### src/hw/rtl/abl_pkg.sv
`default_nettype none
// ----------------------------------------------------------------------------
// abl_pkg
// Shared widths, stage counts and types of the ARGB source-over blender.
// ----------------------------------------------------------------------------
package abl_pkg;

    localparam int CH_W      = 8;
    localparam int PIX_W     = 32;
    localparam int ALPHA_SH  = 24;
    localparam int ALPHA_W   = CH_W + 1;
    localparam int PROD_W    = 2 * CH_W;
    localparam int NUM_W     = 2 * CH_W;
    localparam int DIV_STEPS = CH_W;
    localparam int LANES     = 3;
    localparam int NSTAGE    = 2 + DIV_STEPS;

    typedef logic [CH_W-1:0]    chan_t;
    typedef logic [ALPHA_W-1:0] alpha_t;
    typedef logic [NUM_W-1:0]   num_t;
    typedef logic [NSTAGE-1:0]  stage_en_t;
    typedef logic [DIV_STEPS-1:0][ALPHA_W-1:0] div_vec_t;
    typedef logic [LANES-1:0][CH_W-1:0]        lane_vec_t;

endpackage
`default_nettype wire

### src/hw/rtl/argb_alpha_blend.sv
`default_nettype none
// ----------------------------------------------------------------------------
// argb_alpha_blend
// Source-over compositing of a foreground ARGB8888 pixel onto a background
// pixel, with three colour lanes working side by side.
//
//   Channel   Direction  Handshake             Payload
//   input     in         in_valid / in_stall   fg_pixel, bg_pixel
//   output    out        out_valid / out_stall out_alpha, out_red, out_green,
//                                              out_blue, zero_alpha
//
// One beat is taken every cycle unless a stall reaches the input; beats pass
// the two weighting stages, the eight-step divider and the output register.
// Reset clears only the stage valid bits; the data registers are not reset.
// A stalled output holds its beat, and bubbles in the pipeline still let new
// beats in until every stage is full.
// ----------------------------------------------------------------------------
module argb_alpha_blend (
    input  wire logic  clk,
    input  wire logic  rst_n,
    input  wire logic  in_valid,
    output logic       in_stall,
    input  wire logic [abl_pkg::PIX_W-1:0] fg_pixel,
    input  wire logic [abl_pkg::PIX_W-1:0] bg_pixel,
    output logic       out_valid,
    input  wire logic  out_stall,
    output logic [abl_pkg::ALPHA_W-1:0] out_alpha,
    output logic [abl_pkg::CH_W-1:0]    out_red,
    output logic [abl_pkg::CH_W-1:0]    out_green,
    output logic [abl_pkg::CH_W-1:0]    out_blue,
    output logic       zero_alpha
);

    localparam int N = abl_pkg::NSTAGE;

    logic [N:0]         v_reg;
    logic [N:0]         rdy;
    abl_pkg::stage_en_t en;
    logic               en_out;
    abl_pkg::chan_t     fg_a;
    abl_pkg::chan_t     bg_weight;
    abl_pkg::div_vec_t  div_a;
    abl_pkg::alpha_t    final_a;
    abl_pkg::lane_vec_t quot;

    always_comb
    begin
        rdy[N] = !v_reg[N] || !out_stall;
        for (int k = N - 1; k >= 0; k--)
        begin
            rdy[k] = !v_reg[k] || rdy[k+1];
        end
    end

    always_comb
    begin
        en[0] = rdy[0] && in_valid;
        for (int k = 1; k < N; k++)
        begin
            en[k] = rdy[k] && v_reg[k-1];
        end
    end

    assign en_out    = rdy[N] && v_reg[N-1];
    assign in_stall  = !rdy[0];
    assign out_valid = v_reg[N];

    always_ff @(posedge clk or negedge rst_n)
    begin
        if (!rst_n)
        begin
            v_reg <= '0;
        end
        else
        begin
            if (rdy[0])
            begin
                v_reg[0] <= in_valid;
            end
            for (int k = 1; k <= N; k++)
            begin
                if (rdy[k])
                begin
                    v_reg[k] <= v_reg[k-1];
                end
            end
        end
    end

    assign fg_a = fg_pixel[abl_pkg::ALPHA_SH +: abl_pkg::CH_W];

    abl_alpha u_alpha (
        .clk       (clk),
        .en        (en),
        .fg_a      (fg_a),
        .bg_a      (bg_pixel[abl_pkg::ALPHA_SH +: abl_pkg::CH_W]),
        .bg_weight (bg_weight),
        .div_a     (div_a),
        .final_a   (final_a)
    );

    for (genvar l = 0; l < abl_pkg::LANES; l++)
    begin : g_lane
        localparam int OFS = (abl_pkg::LANES - 1 - l) * abl_pkg::CH_W;

        abl_lane u_lane (
            .clk       (clk),
            .en        (en),
            .fg_c      (fg_pixel[OFS +: abl_pkg::CH_W]),
            .bg_c      (bg_pixel[OFS +: abl_pkg::CH_W]),
            .fg_a      (fg_a),
            .bg_weight (bg_weight),
            .div_a     (div_a),
            .quot      (quot[l])
        );
    end

    abl_merge u_merge (
        .clk        (clk),
        .en         (en_out),
        .final_a    (final_a),
        .quot       (quot),
        .out_alpha  (out_alpha),
        .out_red    (out_red),
        .out_green  (out_green),
        .out_blue   (out_blue),
        .zero_alpha (zero_alpha)
    );

endmodule
`default_nettype wire

### src/hw/rtl/abl_alpha.sv
`default_nettype none
// ----------------------------------------------------------------------------
// abl_alpha
// Alpha path: alpha product, background weight, combined alpha and its
// delay line that feeds the divider steps of every lane.
// ----------------------------------------------------------------------------
module abl_alpha (
    input  wire logic              clk,
    input  wire abl_pkg::stage_en_t en,
    input  wire abl_pkg::chan_t    fg_a,
    input  wire abl_pkg::chan_t    bg_a,
    output abl_pkg::chan_t         bg_weight,
    output abl_pkg::div_vec_t      div_a,
    output abl_pkg::alpha_t        final_a
);

    logic [abl_pkg::PROD_W-1:0] prod_full;
    abl_pkg::chan_t             af_reg;
    abl_pkg::chan_t             ab_reg;
    abl_pkg::chan_t             prod_reg;
    abl_pkg::alpha_t            a_reg [1:abl_pkg::NSTAGE-1];

    assign prod_full = {{abl_pkg::CH_W{1'b0}}, fg_a} * {{abl_pkg::CH_W{1'b0}}, bg_a};
    assign bg_weight = ab_reg - prod_reg;

    always_ff @(posedge clk)
    begin
        if (en[0])
        begin
            af_reg   <= fg_a;
            ab_reg   <= bg_a;
            prod_reg <= prod_full[abl_pkg::PROD_W-1:abl_pkg::CH_W];
        end
        if (en[1])
        begin
            a_reg[1] <= {1'b0, af_reg} + {1'b0, bg_weight};
        end
    end

    for (genvar s = 2; s < abl_pkg::NSTAGE; s++)
    begin : g_delay
        always_ff @(posedge clk)
        begin
            if (en[s])
            begin
                a_reg[s] <= a_reg[s-1];
            end
        end
    end

    for (genvar j = 0; j < abl_pkg::DIV_STEPS; j++)
    begin : g_div
        assign div_a[j] = a_reg[j+1];
    end

    assign final_a = a_reg[abl_pkg::NSTAGE-1];

endmodule
`default_nettype wire

### src/hw/rtl/abl_lane.sv
`default_nettype none
// ----------------------------------------------------------------------------
// abl_lane
// One colour channel: weighted sum of both pixels, then an eight-step
// pipelined restoring divider by the combined alpha.
// ----------------------------------------------------------------------------
module abl_lane (
    input  wire logic              clk,
    input  wire abl_pkg::stage_en_t en,
    input  wire abl_pkg::chan_t    fg_c,
    input  wire abl_pkg::chan_t    bg_c,
    input  wire abl_pkg::chan_t    fg_a,
    input  wire abl_pkg::chan_t    bg_weight,
    input  wire abl_pkg::div_vec_t div_a,
    output abl_pkg::chan_t         quot
);

    localparam int TW = abl_pkg::NUM_W + 1;

    logic [abl_pkg::PROD_W-1:0] fterm_reg;
    abl_pkg::chan_t             cb_reg;
    logic [abl_pkg::PROD_W-1:0] bterm;
    logic [TW-1:0]              sum;
    abl_pkg::num_t              rem_reg [1:abl_pkg::NSTAGE-1];
    abl_pkg::chan_t             q_reg   [1:abl_pkg::NSTAGE-1];

    assign bterm = {{abl_pkg::CH_W{1'b0}}, cb_reg} * {{abl_pkg::CH_W{1'b0}}, bg_weight};
    assign sum   = {1'b0, fterm_reg} + {1'b0, bterm};

    always_ff @(posedge clk)
    begin
        if (en[0])
        begin
            fterm_reg <= {{abl_pkg::CH_W{1'b0}}, fg_c} * {{abl_pkg::CH_W{1'b0}}, fg_a};
            cb_reg    <= bg_c;
        end
        if (en[1])
        begin
            rem_reg[1] <= sum[abl_pkg::NUM_W-1:0];
            q_reg[1]   <= '0;
        end
    end

    for (genvar j = 0; j < abl_pkg::DIV_STEPS; j++)
    begin : g_step
        localparam int SH = abl_pkg::DIV_STEPS - 1 - j;
        logic [TW-1:0] dsh;
        logic [TW-1:0] trial;

        assign dsh   = TW'(div_a[j]) << SH;
        assign trial = {1'b0, rem_reg[j+1]} - dsh;

        always_ff @(posedge clk)
        begin
            if (en[j+2])
            begin
                if (!trial[TW-1])
                begin
                    rem_reg[j+2] <= trial[abl_pkg::NUM_W-1:0];
                end
                else
                begin
                    rem_reg[j+2] <= rem_reg[j+1];
                end
                q_reg[j+2] <= {q_reg[j+1][abl_pkg::CH_W-2:0], ~trial[TW-1]};
            end
        end
    end

    assign quot = q_reg[abl_pkg::NSTAGE-1];

endmodule
`default_nettype wire

### src/hw/rtl/abl_merge.sv
`default_nettype none
// ----------------------------------------------------------------------------
// abl_merge
// Output register: gathers the three lane quotients and the combined alpha,
// and forces the colour channels to zero when the combined alpha is zero.
// ----------------------------------------------------------------------------
module abl_merge (
    input  wire logic               clk,
    input  wire logic               en,
    input  wire abl_pkg::alpha_t    final_a,
    input  wire abl_pkg::lane_vec_t quot,
    output abl_pkg::alpha_t         out_alpha,
    output abl_pkg::chan_t          out_red,
    output abl_pkg::chan_t          out_green,
    output abl_pkg::chan_t          out_blue,
    output logic                    zero_alpha
);

    logic is_zero;

    assign is_zero = (final_a == '0);

    always_ff @(posedge clk)
    begin
        if (en)
        begin
            out_alpha  <= final_a;
            zero_alpha <= is_zero;
            out_red    <= is_zero ? '0 : quot[0];
            out_green  <= is_zero ? '0 : quot[1];
            out_blue   <= is_zero ? '0 : quot[2];
        end
    end

endmodule
`default_nettype wire

### config.mk
export PLATFORM = sky130hd
export DESIGN_NAME = argb_alpha_blend
export DESIGN_NICKNAME = d
export VERILOG_FILES = /design/src/hw/rtl/abl_pkg.sv /design/src/hw/rtl/argb_alpha_blend.sv /design/src/hw/rtl/abl_alpha.sv /design/src/hw/rtl/abl_lane.sv /design/src/hw/rtl/abl_merge.sv
export SDC_FILE = /design/constraint.sdc
export NUM_CORES = 2
export LEC_CHECK = 0
export BUFFER_PORTS_ARGS = -buffer_cell sky130_fd_sc_hd__clkbuf_2
export CAP_MARGIN = 20
export CORE_ASPECT_RATIO = 0.8
export CORE_MARGIN = 3
export CORE_UTILIZATION = 54
export DETAILED_ROUTE_END_ITERATION = 10
export PLACE_DENSITY = 0.71
export REMOVE_ABC_BUFFERS = 1
export SLEW_MARGIN = 10
export SYNTH_ARGS = -nofsm -noshare
export SYNTH_HDL_FRONTEND = slang
export SYNTH_SLANG_ARGS = --single-unit
### constraint.sdc
create_clock -name clk -period 5.2 [get_ports clk]
set_clock_uncertainty 0.15 [all_clocks]
set_input_delay 0.52 -clock clk [delete_from_list [all_inputs] [get_ports clk]]
set_output_delay 0.52 -clock clk [all_outputs]
set_load 0.02 [all_outputs]
* After elaboration in Yosys (flattened, before gate mapping) *
Memories as Yosys holds them, arrays and structs flattened. A register that Yosys moved wholly into a read port is not among the register bits.
Index checks and enable logic that the tools add are counted.

operators by class
  mux-type cells = 186
  add/sub/neg operators = 29
  bitwise logic cells = 48
  reductions and logical operators = 36
  multipliers = 7

operator list
  kind               number
  $mux 16            24
  $mux 1             162
  $mul 8x8->16       7
  $sub 16x10->17     3
  $sub 16x11->17     3
  $sub 16x12->17     3
  $sub 16x13->17     3
  $sub 16x14->17     3
  $sub 16x15->17     3
  $sub 16x16->17     3
  $sub 16x9->17      3
  $add 16x16->16     3
  $not 1->1          24
  $or 1x1->1         24
  $logic_not 1->1    13
  $logic_and 1x1->1  11
  $logic_or 1x1->1   11
  $add 8x8->9        1
  $logic_not 9->1    1
  $sub 8x8->8        1

storage, ports and cells
  word-level logic and storage cells = 335
  output and inout bits = 36
  bits in writable memories = 729
  input bits = 68
  register bits after elaboration = 117
  memories kept = 7

memories
  memory                    words  bits a word  read ports  clocked after memory_dff  write ports  RTL line         source
  g_lane[0].u_lane.rem_reg  9      16           8           0                         9            abl_lane.sv:24   abl_pkg::num_t rem_reg [1:abl_pkg::NSTAGE-1];
  g_lane[1].u_lane.rem_reg  9      16           8           0                         9            abl_lane.sv:24
  g_lane[2].u_lane.rem_reg  9      16           8           0                         9            abl_lane.sv:24
  u_alpha.a_reg             9      9            9           0                         9            abl_alpha.sv:21  abl_pkg::alpha_t a_reg [1:abl_pkg::NSTAGE-1];
  g_lane[0].u_lane.q_reg    9      8            9           1                         9            abl_lane.sv:25   abl_pkg::chan_t q_reg [1:abl_pkg::NSTAGE-1];
  g_lane[1].u_lane.q_reg    9      8            9           1                         9            abl_lane.sv:25
  1 more memories           --     --           --          --                        --           --

* Longest topological paths before layout *
  depth after elaboration = 14
  gate-level depth with buffers = 28
  depth with buffers taken out = 27

* Modules after synthesis *
Synthesis repeated with hierarchy kept, for this count alone.

unflattened totals
  cell total of the unflattened synthesis = 4652
  area total of the unflattened synthesis = 51461.9 µm²

modules (own cells, without submodules)
  module                       cells an instance  instances  area an instance (µm²)
  abl_lane (g_lane[2].u_lane)  1388               1          14722.9
  abl_lane (g_lane[1].u_lane)  1377               1          14699.1
  abl_lane (g_lane[0].u_lane)  1352               1          14478.9
  abl_alpha                    391                1          5635.4
  abl_merge                    92                 1          1342.5
  argb_alpha_blend             52                 1          583.1

* Least setup slack after synthesis *
OpenSTA, ideal clock, no wires.

  path kind = reg2reg
  from = reg u_alpha.ab_reg[0]
  to = reg, netlist name g_lane[2].u_lane.rem_reg[0][29]
  setup slack = -0.556 ns
  arrival time = 5.348 ns
  stages on the path, launching flop included = 28
  clock period less this slack = 5.756 ns
  required time = 4.792 ns
  cell sequence = edfxtp_1 -> inv_1 -> ha_1 -> inv_1 -> fa_1 -> nand2_1 -> nand2_1 -> a21oi_1 -> o21bai_1 -> a21oi_1 -> xnor2_1 -> clkbuf_1 -> nand2_1 -> fa_1 -> fa_1 -> inv_1 -> fa_1 -> inv_1 -> fa_1 -> inv_1 -> ha_1 -> o21a_1 -> o31a_1 -> o211ai_1 -> nand2_1 -> a41oi_1 -> nor2b_1 -> xnor2_1

RTL lines
  item                    RTL line         source
  from (decl)             abl_alpha.sv:19  abl_pkg::chan_t ab_reg;
  from (signal assigned)  abl_alpha.sv:31  ab_reg <= bg_a;

==> qor.txt <==
==================================================================================
Run status                                                            complete, but fails checks
Violated checks                                                       negative setup slack
Final hold vios                                                                  0
Startpoint of the worst register-to-register path                     u_alpha.ab_reg[0]
Commonest register cell after synthesis                               sky130_fd_sc_hd__edfxtp_1
Pin count of the biggest net entering global routing                            68
Buffers added on ports                                                         103
Maximum clock insertion buffer count                                             3
Seq/Total Area, Yosys                                                        42.9%
Core area                                                               0.0914 mm2
Final critical-path required period                                        5760 ps
Register-to-register setup slack                                           -560 ps
Detail Placement HPWL                                                     82200 um
Area after detailed placement                                           0.0531 mm2
Met3 usage in global routing                                                 3.05%
Vias in the first global route                                               32200
Multi-input logic area                                                  0.0264 mm2
Buffer cell driving the clock tree root                               sky130_fd_sc_hd__clkbuf_16
Endpoint of the worst register-to-register path                       g_lane[2].u_lane.rem_reg[0][29]
Boundary pin count                                                             104
Final cycle utilization of the critical path                                  111%
Final setup violating endpoints                                                 25
Most common cell after layout, fill and taps aside                    sky130_fd_sc_hd__edfxtp_1
Busiest layer in global routing                                               met2
Syn_area_per_cell                                                         11.3 um2
Ratio of routed vias to standard cells                                        5.36
Worst hold slack                                                           50.1 ps
Cell variety after synth                                                        90
Count of antenna diodes in the layout                                            0
Critical Path Sink Type                                                   register
Setup ws final                                                             -561 ps
Fill count                                                                    7165
Hold-critical path depth                                                         1
Top library cells by usage in the layout, fill and taps aside         sky130_fd_sc_hd__edfxtp_1 (703), sky130_fd_sc_hd__inv_1 (631), sky130_fd_sc_hd__ha_1 (454)
Synthesized netlist cell count                                                4414
End point of the worst hold path                                      u_alpha.ab_reg[0]
Worst slack, placed                                                        -749 ps
Post-synthesis register bit count                                              714
Max-slew violation count                                                         0
Clock transition at the registers of the reported paths                      50 ps
Final net count                                                               5616
Number of sinks driven by the clock tree                                       714
Die width                                                                   346 um
First-pass GRT wire length                                               170000 um
Remaining Overflow, GRT                                                          0
Die height                                                                  278 um
GR Layer Usage met2                                                          35.5%
Detailed Route WL                                                        106000 um
Total global-route track usage                                               22.1%
Layout Cell Area excl Fill                                              0.0568 mm2
Global placement routability congestion                                      0.902
Drc violations                                                                   0
Share of synthesized registers carrying an async set or reset                1.54%
Required arrival time at the worst endpoint                                5420 ps
Setup repair after global routing missed its margin                            yes
First DRT Iteration DRCs                                                      2069
Transition time of the tightest slew-check pin                             1080 ps
Number of antenna violations at the first check in global routing                2
Effective utilization at floorplan                                           54.5%
Type of the worst setup path                                          register to register
Data arrival, critical path                                                5980 ps
Num CTS Buffers                                                                 77
Synth-to-layout area growth                                                  13.9%
Number of synthesized flops with an enable pin                                 703
Length of the first detailed-routing pass in iterations                          5
Number of standard-cell rows in the floorplan                                   99
Headroom to the max-slew limit                                               27.9%
Wire per inst                                                              17.5 um
Antenna-violating nets left                                                      0
Startpoint class of the critical path                                     register
Sequential cell area in the final layout                                0.0214 mm2
Maximum Capacitance Violations                                                   0
Flip-flop count of the largest register after layout                           384
Timing-limited maximum frequency                                         0.174 GHz
Post-Syn Area                                                           0.0499 mm2
Full die area                                                           0.0960 mm2
Worst Reg-to-Reg Cells                                                          27
Fraction of met1 tracks used by global routing                               31.7%
Core Util, Final                                                             62.1%
Worst skew pair latency                                                     650 ps
Share of final-layout standard cells stronger than drive strength 1          13.7%
Synth Warn #                                                                     0
Crit path max fanout                                                             7
Min-Delay Startpoint                                                  bg_pixel[24]
Detailed-route via count                                                     32400
Depth of the CTS H-tree                                                          3
Kind of path behind the tightest hold check                           primary input to register
Clock tree from TritonCTS                                                    built
==================================================================================
==> synth_stat cells, types with 6 or more instances <==
library cell	number	area (um2)
sky130_fd_sc_hd__a211oi_1	11	82.6
sky130_fd_sc_hd__buf_4	7	52.6
sky130_fd_sc_hd__and3_1	13	81.3
sky130_fd_sc_hd__buf_2	14	70.1
sky130_fd_sc_hd__ha_1	475	5940
sky130_fd_sc_hd__o211ai_1	13	97.6
sky130_fd_sc_hd__edfxtp_1	703	21100
sky130_fd_sc_hd__clkbuf_1	47	176
sky130_fd_sc_hd__mux2i_1	27	270
sky130_fd_sc_hd__and2_1	289	1810
sky130_fd_sc_hd__fa_1	316	6330
sky130_fd_sc_hd__nand4_1	6	37.5
sky130_fd_sc_hd__a21oi_1	194	971
sky130_fd_sc_hd__inv_1	644	2420
sky130_fd_sc_hd__nor2b_1	77	482
sky130_fd_sc_hd__o31ai_1	12	90.1
sky130_fd_sc_hd__nand2_1	357	1340
sky130_fd_sc_hd__or4_1	6	45.0
sky130_fd_sc_hd__a21boi_0	15	113
sky130_fd_sc_hd__nand2b_1	51	319
sky130_fd_sc_hd__nor3_1	66	330
sky130_fd_sc_hd__o31a_1	20	175
sky130_fd_sc_hd__nor4_1	22	138
sky130_fd_sc_hd__nor2_1	225	845
sky130_fd_sc_hd__o21ai_0	168	841
sky130_fd_sc_hd__dfrtp_1	11	275
sky130_fd_sc_hd__xnor2_1	160	1400
sky130_fd_sc_hd__or2_2	20	125
sky130_fd_sc_hd__nand3_1	39	195
sky130_fd_sc_hd__mux2_2	73	822
sky130_fd_sc_hd__or3_1	28	175
sky130_fd_sc_hd__o21a_1	76	571
sky130_fd_sc_hd__a31oi_1	9	56.3
sky130_fd_sc_hd__a21o_1	22	165
sky130_fd_sc_hd__xor2_1	80	701
sky130_fd_sc_hd__o21bai_1	7	52.6
==> through the flow <==
stage,TNS (ps),std cells
floorplan,-12700,4340
global placement,-11490,5837
detailed placement,-13150,5837
CTS,-5580,6021
global route,-15260,6031
finish,-8410,6031
==> cell families (layout without fill, tap and decap cells) <==
logic type	count (synthesis)	in the layout	synth area share, %
AO/OA/AOI/OAI	618	618	7.93
XOR/XNOR	240	241	4.22
AND/OR/NAND/NOR	1228	1228	12.5
buffers and inverters	718	1122	5.52
multiplexers	105	105	2.33
adder cells (fa/ha/maj)	791	791	24.6
flip-flops	714	714	42.9
==> layout make-up <==
cell class,count,area share [%]
inverter,644,4.26
clock inverter,41,0.817
tap,1212,2.67
timing repair buffer,337,4.52
clock buffer,100,3.62
sequential,714,37.7
multi-input combinational,2983,46.5
==> routing by layer <==
layer,vias to the layer above,part of all wire [%]
li1,15700,-
met1,15700,47
met2,750,46
met3,194,4.7
met4,0,2.9
met5,-,0
==> critical path: stages (launching register included) <==
cell                       delay [ps]
sky130_fd_sc_hd__edfxtp_1         370
sky130_fd_sc_hd__inv_2             90
sky130_fd_sc_hd__ha_4             130
sky130_fd_sc_hd__inv_2             30
sky130_fd_sc_hd__fa_2             330
sky130_fd_sc_hd__nand2_1           80
sky130_fd_sc_hd__nand2_1           60
sky130_fd_sc_hd__a21oi_2          150
sky130_fd_sc_hd__o21bai_2         100
sky130_fd_sc_hd__a21oi_4          180
sky130_fd_sc_hd__buf_12           130
sky130_fd_sc_hd__xnor2_4          210
sky130_fd_sc_hd__nand2_2          100
sky130_fd_sc_hd__fa_1             480
sky130_fd_sc_hd__fa_1             530
sky130_fd_sc_hd__inv_2             40
sky130_fd_sc_hd__fa_1             510
sky130_fd_sc_hd__inv_2             40
sky130_fd_sc_hd__fa_1             510
sky130_fd_sc_hd__inv_2             50
sky130_fd_sc_hd__ha_4             260
sky130_fd_sc_hd__o21a_1           130
sky130_fd_sc_hd__o31a_1           220
sky130_fd_sc_hd__o211ai_1         100
sky130_fd_sc_hd__nand2_1          130
sky130_fd_sc_hd__a41oi_2          130
sky130_fd_sc_hd__nor2b_4          150
sky130_fd_sc_hd__xnor2_1          110
==> what timing repair did <==
action,4_1_cts,5_1_grt
cloned,2,1
hold buffers,27,0
endpoints found under the hold margin,37,0
pin swaps,36,47
setup endpoints to repair,28,30
buffers inserted,14,13
resized for setup,86,62
==> worst max path at each step <==
stage                            startpoint                              end  slack [ps]  depth (start not counted)
after floorplan           u_alpha.ab_reg[1]  g_lane[2].u_lane.rem_reg[0][29]        -760                         23
after global placement    u_alpha.ab_reg[0]  g_lane[0].u_lane.rem_reg[0][29]        -680                         26
after detailed placement  u_alpha.ab_reg[0]  g_lane[0].u_lane.rem_reg[0][28]        -750                         26
after CTS                 u_alpha.ab_reg[0]  g_lane[2].u_lane.rem_reg[0][30]        -420                         28
after global routing      u_alpha.ab_reg[0]  g_lane[0].u_lane.rem_reg[0][29]        -860                         27
final                     u_alpha.ab_reg[0]  g_lane[2].u_lane.rem_reg[0][29]        -560                         27
Power is not shown: default switching activity piles up to over one toggle a cycle in this logic, so the estimate is an artifact.
